### src/rtl/core/spr_pkg.sv
// Package for the sphere pixel neighbour block: widths, grid tables and codes.
// Used by every module of the block but the queue; depends on nothing.
package spr_pkg;

  localparam int IDX_W = 30;
  localparam int ORD_W = 4;
  localparam int DIR_W = 3;
  localparam int FACE_W = 4;
  localparam int NFACE = 12;
  localparam int NSLOT = 9;
  localparam int NDIR = 8;
  localparam int WIDE_W = 32;
  localparam int MAX_ORDER_DEF = 13;

  localparam logic [FACE_W-1:0] FACE_NONE = 4'd15;
  localparam logic [DIR_W-1:0] DIR_LAST = 3'd7;

  localparam logic [2:0] RING_ROW [NFACE] = '{3'd2, 3'd2, 3'd2, 3'd2, 3'd3, 3'd3,
                                              3'd3, 3'd3, 3'd4, 3'd4, 3'd4, 3'd4};
  localparam logic [2:0] RING_COL [NFACE] = '{3'd1, 3'd3, 3'd5, 3'd7, 3'd0, 3'd2,
                                              3'd4, 3'd6, 3'd1, 3'd3, 3'd5, 3'd7};
  localparam logic signed [1:0] STEP_X [NDIR] = '{-2'sd1, -2'sd1, 2'sd0, 2'sd1,
                                                  2'sd1, 2'sd1, 2'sd0, -2'sd1};
  localparam logic signed [1:0] STEP_Y [NDIR] = '{2'sd0, 2'sd1, 2'sd1, 2'sd1,
                                                  2'sd0, -2'sd1, -2'sd1, -2'sd1};

  localparam logic [FACE_W-1:0] ADJ_FACE [NSLOT][NFACE] = '{
    '{4'd8, 4'd9, 4'd10, 4'd11, 4'd15, 4'd15, 4'd15, 4'd15, 4'd10, 4'd11, 4'd8, 4'd9},
    '{4'd5, 4'd6, 4'd7, 4'd4, 4'd8, 4'd9, 4'd10, 4'd11, 4'd9, 4'd10, 4'd11, 4'd8},
    '{4'd15, 4'd15, 4'd15, 4'd15, 4'd5, 4'd6, 4'd7, 4'd4, 4'd15, 4'd15, 4'd15, 4'd15},
    '{4'd4, 4'd5, 4'd6, 4'd7, 4'd11, 4'd8, 4'd9, 4'd10, 4'd11, 4'd8, 4'd9, 4'd10},
    '{4'd0, 4'd1, 4'd2, 4'd3, 4'd4, 4'd5, 4'd6, 4'd7, 4'd8, 4'd9, 4'd10, 4'd11},
    '{4'd1, 4'd2, 4'd3, 4'd0, 4'd0, 4'd1, 4'd2, 4'd3, 4'd5, 4'd6, 4'd7, 4'd4},
    '{4'd15, 4'd15, 4'd15, 4'd15, 4'd7, 4'd4, 4'd5, 4'd6, 4'd15, 4'd15, 4'd15, 4'd15},
    '{4'd3, 4'd0, 4'd1, 4'd2, 4'd3, 4'd0, 4'd1, 4'd2, 4'd4, 4'd5, 4'd6, 4'd7},
    '{4'd2, 4'd3, 4'd0, 4'd1, 4'd15, 4'd15, 4'd15, 4'd15, 4'd0, 4'd1, 4'd2, 4'd3}};

  localparam logic [2:0] ADJ_SWAP [NSLOT][NFACE] = '{
    '{3'd0, 3'd0, 3'd0, 3'd0, 3'd0, 3'd0, 3'd0, 3'd0, 3'd3, 3'd3, 3'd3, 3'd3},
    '{3'd0, 3'd0, 3'd0, 3'd0, 3'd0, 3'd0, 3'd0, 3'd0, 3'd6, 3'd6, 3'd6, 3'd6},
    '{3'd0, 3'd0, 3'd0, 3'd0, 3'd0, 3'd0, 3'd0, 3'd0, 3'd0, 3'd0, 3'd0, 3'd0},
    '{3'd0, 3'd0, 3'd0, 3'd0, 3'd0, 3'd0, 3'd0, 3'd0, 3'd5, 3'd5, 3'd5, 3'd5},
    '{3'd0, 3'd0, 3'd0, 3'd0, 3'd0, 3'd0, 3'd0, 3'd0, 3'd0, 3'd0, 3'd0, 3'd0},
    '{3'd5, 3'd5, 3'd5, 3'd5, 3'd0, 3'd0, 3'd0, 3'd0, 3'd0, 3'd0, 3'd0, 3'd0},
    '{3'd0, 3'd0, 3'd0, 3'd0, 3'd0, 3'd0, 3'd0, 3'd0, 3'd0, 3'd0, 3'd0, 3'd0},
    '{3'd6, 3'd6, 3'd6, 3'd6, 3'd0, 3'd0, 3'd0, 3'd0, 3'd0, 3'd0, 3'd0, 3'd0},
    '{3'd3, 3'd3, 3'd3, 3'd3, 3'd0, 3'd0, 3'd0, 3'd0, 3'd0, 3'd0, 3'd0, 3'd0}};

  localparam logic [1:0] REG_NORTH = 2'd0;
  localparam logic [1:0] REG_EQ = 2'd1;
  localparam logic [1:0] REG_SOUTH = 2'd2;

endpackage

### src/rtl/core/spr_front.sv
// Front end of the sphere pixel neighbour block: accepts a pixel index and decodes it
// into face and in-face coordinates. Depends on spr_pkg.
module spr_front #(
  parameter int MAX_ORDER = spr_pkg::MAX_ORDER_DEF,
  parameter int CW = MAX_ORDER + 1,
  parameter int DW = 1 + spr_pkg::FACE_W + 2 * CW
) (
  input  logic                      clk,
  input  logic                      rst,
  input  logic [spr_pkg::ORD_W-1:0] ord,
  input  logic                      in_valid,
  output logic                      in_ready,
  input  logic [spr_pkg::IDX_W-1:0] pixel_index,
  output logic                      push,
  output logic [DW-1:0]             push_data,
  input  logic                      full
);
  import spr_pkg::*;

  localparam int RW = MAX_ORDER + 3;
  localparam int SW = MAX_ORDER + 6;

  localparam logic [2:0] ST_IDLE = 3'd0;
  localparam logic [2:0] ST_SQRT = 3'd1;
  localparam logic [2:0] ST_RING = 3'd2;
  localparam logic [2:0] ST_PHI = 3'd3;
  localparam logic [2:0] ST_FACE = 3'd4;
  localparam logic [2:0] ST_XY = 3'd5;

  logic [2:0] st;
  logic [1:0] sq_cnt;
  logic [IDX_W-1:0] p_r;
  logic [IDX_W-1:0] ip_r;
  logic [1:0] region;
  logic bad_r;
  logic [WIDE_W-1:0] sq_v;
  logic [WIDE_W-1:0] sq_r;
  logic [WIDE_W-1:0] sq_bit;
  logic [RW-1:0] iring;
  logic [RW-1:0] iphi;
  logic [RW-1:0] nr;
  logic ks;
  logic [FACE_W-1:0] face;

  logic [WIDE_W-1:0] n_w, npface, ncap, npix, p_w, ip_next, v_next;
  logic [1:0] region_next;
  logic bad_next;
  logic [WIDE_W-1:0] v_s, r_s, b_s;
  logic [WIDE_W-1:0] iring_ring, prod, iphi_n, iphi_s, iphi_e, ire, irm, ifm, ifp, q_w;
  logic [WIDE_W-1:0] iphi_m1, nr_w;
  logic [FACE_W-1:0] face_next;
  logic signed [SW-1:0] irt, ipt, px, py, n_s;
  logic accept;
  logic pushing;

  assign pushing = (st == ST_XY) && !full;
  assign in_ready = (st == ST_IDLE) || pushing;
  assign accept = in_valid && in_ready;
  assign push = pushing;

  always_comb begin
    n_w = WIDE_W'(1) << ord;
    npface = WIDE_W'(1) << {ord, 1'b0};
    ncap = (npface << 1) - (n_w << 1);
    npix = (npface << 3) + (npface << 2);
    p_w = WIDE_W'(pixel_index);
    bad_next = p_w >= npix;
    if (p_w < ncap) begin
      region_next = REG_NORTH;
      ip_next = p_w;
      v_next = (p_w << 1) + 1;
    end else if (p_w < npix - ncap) begin
      region_next = REG_EQ;
      ip_next = p_w - ncap;
      v_next = '0;
    end else begin
      region_next = REG_SOUTH;
      ip_next = npix - p_w;
      v_next = (ip_next << 1) - 1;
    end
  end

  always_comb begin
    v_s = sq_v;
    r_s = sq_r;
    b_s = sq_bit;
    for (int i = 0; i < 4; i++) begin
      if (v_s >= r_s + b_s) begin
        v_s = v_s - (r_s + b_s);
        r_s = (r_s >> 1) + b_s;
      end else begin
        r_s = r_s >> 1;
      end
      b_s = b_s >> 2;
    end
  end

  always_comb begin
    if (region == REG_EQ) begin
      iring_ring = (WIDE_W'(ip_r) >> (5'(ord) + 5'd2)) + n_w;
    end else begin
      iring_ring = (sq_r + 1) >> 1;
    end
    prod = WIDE_W'(iring) * (WIDE_W'(iring) - 1);
    iphi_n = WIDE_W'(p_r) + 1 - (prod << 1);
    iphi_s = (WIDE_W'(iring) << 2) + 1 - (WIDE_W'(ip_r) - (prod << 1));
    iphi_e = (WIDE_W'(ip_r) & ((n_w << 2) - 1)) + 1;
    iphi_m1 = WIDE_W'(iphi) - 1;
    nr_w = WIDE_W'(nr);
    if (iphi_m1 >= nr_w + (nr_w << 1)) q_w = 3;
    else if (iphi_m1 >= (nr_w << 1)) q_w = 2;
    else if (iphi_m1 >= nr_w) q_w = 1;
    else q_w = 0;
    ire = WIDE_W'(iring) - n_w + 1;
    irm = (n_w << 1) + 2 - ire;
    ifm = (WIDE_W'(iphi) - (ire >> 1) + n_w - 1) >> ord;
    ifp = (WIDE_W'(iphi) - (irm >> 1) + n_w - 1) >> ord;
    case (region)
      REG_NORTH: face_next = FACE_W'(q_w);
      REG_SOUTH: face_next = FACE_W'(q_w + 8);
      default: begin
        if (ifp == ifm) face_next = FACE_W'(ifp | 4);
        else if (ifp < ifm) face_next = FACE_W'(ifp);
        else if (ifm + 8 > 11) face_next = 4'd11;
        else face_next = FACE_W'(ifm + 8);
      end
    endcase
  end

  always_comb begin
    n_s = SW'(1) << ord;
    irt = $signed(SW'(iring)) - ($signed(SW'(RING_ROW[face])) << ord);
    ipt = ($signed(SW'(iphi)) <<< 1) - $signed(SW'(RING_COL[face])) * $signed(SW'(nr))
          - $signed(SW'(ks)) - SW'(1);
    if (ipt >= (n_s <<< 1)) ipt = ipt - (n_s <<< 3);
    px = (ipt - irt) >>> 1;
    py = (-ipt - irt) >>> 1;
    push_data = {bad_r, face, px[CW-1:0], py[CW-1:0]};
  end

  always_ff @(posedge clk) begin
    if (rst) begin
      st <= ST_IDLE;
      sq_cnt <= '0;
    end else begin
      case (st)
        ST_SQRT: begin
          sq_cnt <= sq_cnt + 2'd1;
          if (sq_cnt == 2'd3) st <= ST_RING;
        end
        ST_RING: st <= ST_PHI;
        ST_PHI: st <= ST_FACE;
        ST_FACE: st <= ST_XY;
        ST_XY: if (pushing && !accept) st <= ST_IDLE;
        default: st <= ST_IDLE;
      endcase
      if (accept) begin
        sq_cnt <= '0;
        if (bad_next) st <= ST_XY;
        else if (region_next == REG_EQ) st <= ST_RING;
        else st <= ST_SQRT;
      end
    end
  end

  always_ff @(posedge clk) begin
    if (accept) begin
      p_r <= pixel_index;
      ip_r <= IDX_W'(ip_next);
      region <= region_next;
      bad_r <= bad_next;
      sq_v <= v_next;
      sq_r <= '0;
      sq_bit <= WIDE_W'(1) << 30;
      face <= '0;
      iring <= '0;
      iphi <= '0;
      nr <= '0;
      ks <= 1'b0;
    end else begin
      case (st)
        ST_SQRT: begin
          sq_v <= v_s;
          sq_r <= r_s;
          sq_bit <= b_s;
        end
        ST_RING: iring <= RW'(iring_ring);
        ST_PHI: begin
          case (region)
            REG_NORTH: begin
              iphi <= RW'(iphi_n);
              nr <= iring;
              ks <= 1'b0;
            end
            REG_SOUTH: begin
              iphi <= RW'(iphi_s);
              nr <= iring;
              ks <= 1'b0;
              iring <= RW'((n_w << 2) - WIDE_W'(iring));
            end
            default: begin
              iphi <= RW'(iphi_e);
              nr <= RW'(n_w);
              ks <= iring[0] ^ n_w[0];
            end
          endcase
        end
        ST_FACE: face <= face_next;
        default: ;
      endcase
    end
  end

endmodule

### src/rtl/core/spr_fifo.sv
// Short queue between the decoder and the neighbour pipeline of the sphere pixel block.
// Depends on nothing but its parameters.
module spr_fifo #(
  parameter int DW = 32,
  parameter int DEPTH = 4
) (
  input  logic          clk,
  input  logic          rst,
  input  logic          push,
  input  logic [DW-1:0] push_data,
  output logic          full,
  input  logic          pop,
  output logic [DW-1:0] head,
  output logic          empty
);
  localparam int AW = $clog2(DEPTH);

  logic [DW-1:0] mem [DEPTH];
  logic [AW-1:0] wr_ptr;
  logic [AW-1:0] rd_ptr;
  logic [AW:0] count;

  assign full = count == (AW + 1)'(DEPTH);
  assign empty = count == '0;
  assign head = mem[rd_ptr];

  always_ff @(posedge clk) begin
    if (rst) begin
      wr_ptr <= '0;
      rd_ptr <= '0;
      count <= '0;
    end else begin
      if (push && !full) wr_ptr <= (wr_ptr == AW'(DEPTH - 1)) ? '0 : wr_ptr + 1'b1;
      if (pop && !empty) rd_ptr <= (rd_ptr == AW'(DEPTH - 1)) ? '0 : rd_ptr + 1'b1;
      if ((push && !full) && !(pop && !empty)) count <= count + 1'b1;
      else if (!(push && !full) && (pop && !empty)) count <= count - 1'b1;
    end
  end

  always_ff @(posedge clk) begin
    if (push && !full) mem[wr_ptr] <= push_data;
  end

endmodule

### src/rtl/core/spr_back.sv
// Back end of the sphere pixel neighbour block: walks the eight directions of each
// decoded pixel, wraps across faces and re-encodes ring indexes. Depends on spr_pkg.
module spr_back #(
  parameter int MAX_ORDER = spr_pkg::MAX_ORDER_DEF,
  parameter int CW = MAX_ORDER + 1,
  parameter int DW = 1 + spr_pkg::FACE_W + 2 * CW
) (
  input  logic                      clk,
  input  logic                      rst,
  input  logic [spr_pkg::ORD_W-1:0] ord,
  input  logic [DW-1:0]             head,
  input  logic                      empty,
  output logic                      pop,
  output logic                      out_valid,
  input  logic                      out_ready,
  output logic [spr_pkg::DIR_W-1:0] direction,
  output logic [spr_pkg::IDX_W-1:0] neighbour_index,
  output logic                      neighbour_present,
  output logic                      index_out_of_range,
  output logic                      last_of_run
);
  import spr_pkg::*;

  localparam int SW = MAX_ORDER + 6;

  typedef struct packed {
    logic [DIR_W-1:0] dir;
    logic             bad;
    logic             pres;
  } tag_t;

  logic adv;
  logic [DIR_W-1:0] dcnt;
  logic h_bad;
  logic [FACE_W-1:0] h_face;
  logic [CW-1:0] h_x, h_y;

  logic a_v, b_v, c_v;
  tag_t a_tag, b_tag, c_tag;
  logic [FACE_W-1:0] a_face;
  logic [CW-1:0] a_x, a_y;

  logic [1:0] b_reg;
  logic signed [SW-1:0] b_nr, b_m, b_num, b_eqoff;

  logic [WIDE_W-1:0] c_before;
  logic signed [SW-1:0] c_jp;

  logic signed [SW-1:0] n_s, xa, ya, nm1;
  logic [3:0] slot;
  logic [FACE_W-1:0] fa;
  logic [2:0] sw;
  logic pres_a;

  logic signed [SW-1:0] jr, nr_b, m_b, num_b, jp;
  logic [1:0] reg_b;
  logic ks_b;
  logic [WIDE_W-1:0] n_w, npface, ncap, npix, prod, base_idx;

  assign adv = !out_valid || out_ready;
  assign pop = adv && !empty && (dcnt == DIR_LAST);
  assign {h_bad, h_face, h_x, h_y} = head;

  always_comb begin
    n_s = SW'(1) << ord;
    nm1 = n_s - SW'(1);
    xa = $signed(SW'(h_x)) + SW'(STEP_X[dcnt]);
    ya = $signed(SW'(h_y)) + SW'(STEP_Y[dcnt]);
    slot = 4'd4;
    if (xa < 0) begin
      xa = xa + n_s;
      slot = slot - 4'd1;
    end else if (xa >= n_s) begin
      xa = xa - n_s;
      slot = slot + 4'd1;
    end
    if (ya < 0) begin
      ya = ya + n_s;
      slot = slot - 4'd3;
    end else if (ya >= n_s) begin
      ya = ya - n_s;
      slot = slot + 4'd3;
    end
    fa = ADJ_FACE[slot][h_face];
    sw = ADJ_SWAP[slot][h_face];
    pres_a = !h_bad && (fa != FACE_NONE);
    if (sw[0]) xa = nm1 - xa;
    if (sw[1]) ya = nm1 - ya;
    if (sw[2]) {xa, ya} = {ya, xa};
  end

  always_comb begin
    jr = ($signed(SW'(RING_ROW[a_face])) << ord) - $signed(SW'(a_x)) - $signed(SW'(a_y))
         - SW'(1);
    ks_b = 1'b0;
    if (jr < n_s) begin
      reg_b = REG_NORTH;
      nr_b = jr;
      m_b = jr - SW'(1);
    end else if (jr > n_s + (n_s <<< 1)) begin
      reg_b = REG_SOUTH;
      nr_b = (n_s <<< 2) - jr;
      m_b = nr_b + SW'(1);
    end else begin
      reg_b = REG_EQ;
      nr_b = n_s;
      m_b = n_s;
      ks_b = jr[0] ^ n_s[0];
    end
    num_b = $signed(SW'(RING_COL[a_face])) * nr_b + $signed(SW'(a_x)) - $signed(SW'(a_y))
            + SW'(1) + $signed(SW'(ks_b));
  end

  always_comb begin
    n_w = WIDE_W'(1) << ord;
    npface = WIDE_W'(1) << {ord, 1'b0};
    ncap = (npface << 1) - (n_w << 1);
    npix = (npface << 3) + (npface << 2);
    prod = WIDE_W'(b_nr) * WIDE_W'(b_m);
    jp = (b_num + $signed(SW'(b_num < 0))) >>> 1;
    if (jp > (n_s <<< 2)) jp = jp - (n_s <<< 2);
    else if (jp < 1) jp = jp + (n_s <<< 2);
    case (b_reg)
      REG_NORTH: base_idx = prod << 1;
      REG_SOUTH: base_idx = npix - (prod << 1);
      default: base_idx = ncap + (WIDE_W'(b_eqoff) << (5'(ord) + 5'd2));
    endcase
  end

  always_ff @(posedge clk) begin
    if (rst) begin
      dcnt <= '0;
      a_v <= 1'b0;
      b_v <= 1'b0;
      c_v <= 1'b0;
      out_valid <= 1'b0;
    end else if (adv) begin
      if (!empty) dcnt <= dcnt + 1'b1;
      a_v <= !empty;
      b_v <= a_v;
      c_v <= b_v;
      out_valid <= c_v;
    end
  end

  always_ff @(posedge clk) begin
    if (adv) begin
      a_tag <= '{dir: dcnt, bad: h_bad, pres: pres_a};
      a_face <= pres_a ? fa : '0;
      a_x <= xa[CW-1:0];
      a_y <= ya[CW-1:0];
      b_tag <= a_tag;
      b_reg <= reg_b;
      b_nr <= nr_b;
      b_m <= m_b;
      b_num <= num_b;
      b_eqoff <= jr - n_s;
      c_tag <= b_tag;
      c_before <= base_idx;
      c_jp <= jp;
      direction <= c_tag.dir;
      neighbour_present <= c_tag.pres;
      index_out_of_range <= c_tag.bad;
      last_of_run <= c_tag.dir == DIR_LAST;
      neighbour_index <= c_tag.pres ? IDX_W'(c_before + WIDE_W'(c_jp) - 1) : '0;
    end
  end

endmodule

### src/rtl/core/sphere_pixel_ring_neighbours.sv
// The block takes one ring-ordered pixel index per transfer and returns its eight
// neighbours as eight result transfers, directions 0 to 7 in order, the eighth marked
// last. The decoder sends an index out of range straight to its output state, takes
// an equatorial pixel through its ring, phi, face and output states, and runs a
// four-step integer square root before these for a polar-cap pixel. The neighbour
// pipeline gives one result per cycle while it is fed and the output is not stalled.
// A four-entry queue separates the two, and grid_order must be written while idle.
module sphere_pixel_ring_neighbours #(
  parameter int MAX_ORDER = spr_pkg::MAX_ORDER_DEF
) (
  input  logic                      clk,
  input  logic                      rst,
  input  logic                      cfg_wr_en,
  input  logic [spr_pkg::ORD_W-1:0] cfg_wr_data,
  input  logic                      in_valid,
  output logic                      in_ready,
  input  logic [spr_pkg::IDX_W-1:0] pixel_index,
  output logic                      out_valid,
  input  logic                      out_ready,
  output logic [spr_pkg::DIR_W-1:0] direction,
  output logic [spr_pkg::IDX_W-1:0] neighbour_index,
  output logic                      neighbour_present,
  output logic                      index_out_of_range,
  output logic                      last_of_run
);
  import spr_pkg::*;

  localparam int CW = MAX_ORDER + 1;
  localparam int DW = 1 + FACE_W + 2 * CW;

  logic [ORD_W-1:0] grid_order;
  logic [ORD_W-1:0] ord;
  logic push, full, pop, empty;
  logic [DW-1:0] push_data, head;

  always_ff @(posedge clk) begin
    if (rst) begin
      grid_order <= '0;
    end else if (cfg_wr_en) begin
      grid_order <= cfg_wr_data;
    end
  end

  assign ord = (grid_order > ORD_W'(MAX_ORDER)) ? ORD_W'(MAX_ORDER) : grid_order;

  spr_front #(.MAX_ORDER(MAX_ORDER), .CW(CW), .DW(DW)) u_front (
    .clk(clk), .rst(rst), .ord(ord),
    .in_valid(in_valid), .in_ready(in_ready), .pixel_index(pixel_index),
    .push(push), .push_data(push_data), .full(full)
  );

  spr_fifo #(.DW(DW), .DEPTH(4)) u_fifo (
    .clk(clk), .rst(rst), .push(push), .push_data(push_data), .full(full),
    .pop(pop), .head(head), .empty(empty)
  );

  spr_back #(.MAX_ORDER(MAX_ORDER), .CW(CW), .DW(DW)) u_back (
    .clk(clk), .rst(rst), .ord(ord), .head(head), .empty(empty), .pop(pop),
    .out_valid(out_valid), .out_ready(out_ready), .direction(direction),
    .neighbour_index(neighbour_index), .neighbour_present(neighbour_present),
    .index_out_of_range(index_out_of_range), .last_of_run(last_of_run)
  );

endmodule

### config.mk
export PLATFORM = sky130hd
export DESIGN_NAME = sphere_pixel_ring_neighbours
export DESIGN_NICKNAME = d
export VERILOG_FILES = /design/src/rtl/core/spr_pkg.sv /design/src/rtl/core/spr_front.sv /design/src/rtl/core/spr_fifo.sv /design/src/rtl/core/spr_back.sv /design/src/rtl/core/sphere_pixel_ring_neighbours.sv
export SDC_FILE = /design/constraint.sdc
export NUM_CORES = 2
export LEC_CHECK = 0
export ABC_AREA = 1
export BUFFER_PORTS_ARGS = -buffer_cell sky130_fd_sc_hd__buf_2
export CAP_MARGIN = 20
export CORE_MARGIN = 5
export CORE_UTILIZATION = 35
export CTS_BUF_LIST = sky130_fd_sc_hd__clkbuf_16
export DETAILED_ROUTE_END_ITERATION = 10
export PLACE_DENSITY = 0.53
export SLEW_MARGIN = 20
export SYNTH_ARGS = -nofsm -noshare
export SYNTH_HDL_FRONTEND = slang
export SYNTH_SLANG_ARGS = --single-unit
### constraint.sdc
create_clock -name clk -period 19.89 [get_ports clk]
set_input_delay 3.978 -clock clk [delete_from_list [all_inputs] [get_ports clk]]
set_output_delay 3.978 -clock clk [all_outputs]
set_load 0.01 [all_outputs]
==> results.toml <==
[grt]
grt_overflow = 0
antenna_found_initial = 45
grt_pass1_vias = 79500
grt_max_degree = 100
grt_first_pass_wirelength_um = 495200
grt.total_usage = 0.2339

[floorplan]
start_util = 0.3521
rows = 188
die-area_um2 = 275000
fp.dieH_um = 524.4
io_pins = 77
coreArea_um2 = 263000
die_width_um = 524.4

[sta]
hold_viol = 0
period_share = 0.9257
worstMarginPinSlew_ns = 1.157
fmax_mhz = 54.31
fin_setup_tns_ns = 0
finalSetupViolations = 0
max-slew-margin-rel = 0.2257
final_max_slew_viol_count = 0
fin_crit_ns = 18.41
setup_slack_ns = 1.477
fin_worst_skew_ns = 0.04224
rsz0062_at_grt = "false"

[yosys]
synthMuxAreaShare = 0.001081
netlist-cell-type-count = 93
synth-simple-area-share = 0.2096
avgSynthCellArea_um2 = 7.238
synth-xor-area-share = 0.08300
syn_inst = 12790
synth-adder-area-share = 0.2819
synthArstFlopShare = 0
synth_area_um2 = 92610
synthFlopType = "edfxtp_1"
synth_warnings = 0
synth-edff-count = 422
ys_seq_area_frac = 0.1615
synth_top_family_by_area = "adder cells"
synth_compound_area_frac = 0.1600
ys_seq_elements = 536

[clock_network]
clock-sinks = 536
cts_tree = "yes"
cts_max_level = 3
numCtsBuffers = 71
clk_pin_slew_worst_paths_ns = 0.07
clock_latency_ns = 0.72
clock_tree.buffer_depth = 3
cts_root_buffer = "clkbuf_16"

[drt]
drc = 0
wirelength_um = 329800
viasPerCell = 5.161
ant_nets = 0
dr.pass1.iters = 8
dr_total_vias = 84690
drt_iter0_markers = 7224
routedWlPerCell_um = 20.10

[layout]
stdcell_count = 16410
largest_reg_flops = 132
reg_top3 = "u_fifo.mem: 132 flops, u_front.sq_r: 32 flops, u_front.sq_v: 32 flops"
regArea_um2 = 14960
syn2layout_area_growth_pct = 8.029
fill_cells = 28340
regMostFlops = "u_fifo.mem"
fin_util = 0.3804
layout-drive-gt1-share = 0.05884
multi_input_area_um2 = 68480
nNetsFinal = 14620

[worst_setup_path]
required_ns = 20.43
startpoint_type = "flop"
cp_data_arrival_time_ns = 18.95
cpPeakStageDelay_ns = 0.46
r2r_cells = 99
cp_slowest_cell = "dfxtp_1"
criticalPathCategory = "flop to flop"
crit_path_max_fanout = 53
end_kind = "flop"
r2r_slack_ns = 1.48
r2r-end = "u_front.sq_r[7]"
timing.rr.start = "u_front.sq_r[6]"
worst_path_most_repeated_cell = "nand2_1"

[worst_hold_path]
hp-start = "u_back.b_tag[0]"
hold_class = "flop to flop"
whs_endpoint = "u_back.c_tag[0]"
whs_path_depth = 0

[place]
dp_hpwl_um = 263600
dp.cells = 16240
port_buffers = 76
gp_congestion = 0.9390
pre_cts_slack_ns = 0.8415

[job]
maxCapViolations = 0

[run_status]
status = "complete, no violations"
## critical path, delay by kind of cell, from the launching register on
family                   cells  cell delay (ns)
AO/OA/AOI/OAI               11             2.14
XOR/XNOR                     5             0.73
adder cells (fa/ha/maj)      7             2.43
buffers and inverters       10             1.32
flip-flops                   1             0.46
AND/OR/NAND/NOR             66            11.10
## how the worst max path moves through the flow
stage                            from                to  cells past startpoint
floorplan           u_front.sq_bit[6]  u_front.sq_v[10]                    103
global placement      u_front.sq_r[6]   u_front.sq_r[7]                    101
detailed placement    u_front.sq_r[6]   u_front.sq_r[7]                     99
CTS                   u_front.sq_r[6]   u_front.sq_r[7]                     99
global route          u_front.sq_r[6]   u_front.sq_r[7]                     99
finish                u_front.sq_r[6]   u_front.sq_r[7]                     99
## routing by layer
| metal | routed length, µm | global-route usage |
|---|---|---|
| met5 | 13 | 0 |
| met4 | 9884 | 0.06633 |
| met3 | 20910 | 0.02967 |
| met2 | 145600 | 0.3724 |
| met1 | 153400 | 0.3321 |
## layout make-up
class                      instances  share of cell area
antenna                           28           0.0007004
clock inverter                    60            0.006554
timing repair buffer             239             0.01628
tap                             3515             0.04396
multi-input combinational       9813              0.6845
clock buffer                      71             0.01776
sequential                       536              0.1495
inverter                        2147             0.08073
## placed cells by master (no fill, tap or decap), types with 62 or more instances in the layout
cell type / count
nor3_1: 97
fa_1: 517
o22ai_1: 65
o221ai_1: 62
inv_1: 2077
o211ai_1: 110
nand4_1: 96
a21oi_1: 938
ha_1: 1259
buf_2: 76
a31oi_1: 69
buf_4: 161
nand3_1: 493
nor2_1: 815
xnor2_1: 241
xor2_1: 625
nand2_2: 95
edfxtp_1: 422
o21ai_1: 68
o21bai_1: 93
clkbuf_16: 71
nand2_1: 2664
dfxtp_1: 111
o21ai_0: 884
## logic make-up (layout without fill, tap and decap cells)
family	count (synthesis)	after routing
simple gates	4527	4530
compound gates	2586	2586
buf+inv	2485	2517
fa+ha+maj	1776	1776
xor+xnor	872	872
flops	536	536
mux	10	10
other cells	2	67
## metrics by stage
step	hold WS [ns]	instance area (µm²)
6_report	0.4125	100000
5_1_grt	0.4322	100000
4_1_cts	0.4116	99850
3_5_place_dp	0.4057	97420
3_3_place_gp	0.4014	97420
2_1_floorplan	0.4003	92750
## synth_stat cells, types with 19 or more instances
cell type / count / area share
o221ai_1: 62 / 0.0059
o22ai_1: 65 / 0.0044
a211oi_1: 31 / 0.0025
nand4_1: 96 / 0.0065
nand3_2: 21 / 0.0023
a31oi_1: 70 / 0.0047
nor2_1: 828 / 0.034
a21oi_1: 938 / 0.051
o21ai_1: 66 / 0.0036
o211ai_1: 110 / 0.0089
o21ai_0: 886 / 0.048
xor2_1: 625 / 0.059
a21boi_0: 29 / 0.0024
clkbuf_1: 238 / 0.0096
inv_1: 2077 / 0.084
o21a_1: 40 / 0.0032
nand3b_1: 19 / 0.0015
xnor2_1: 242 / 0.023
o31ai_1: 29 / 0.0024
dfxtp_1: 114 / 0.025
edfxtp_1: 422 / 0.14
a221oi_1: 24 / 0.0023
inv_2: 51 / 0.0021
buf_1: 48 / 0.0019
fa_1: 517 / 0.11
nor2_4: 19 / 0.0023
nand2_2: 93 / 0.0063
nand3_1: 493 / 0.027
a21o_1: 38 / 0.0031
ha_1: 1259 / 0.17
o21bai_1: 93 / 0.0075
nand2_4: 37 / 0.0045
nor3_1: 100 / 0.0054
buf_2: 36 / 0.0019
nand2_1: 2666 / 0.11
or2_2: 47 / 0.0032
nor4_1: 23 / 0.0016
nor2_2: 38 / 0.0026
## what timing repair did
item,in CTS,in global routing
endpoints found under the setup margin,0,62
resized for setup,0,12
buffers inserted,0,4
hold buffers,0,0
Power is left out: the tool's default activity adds up to more than one toggle a clock period on the data nets, which glitch-free logic cannot reach.
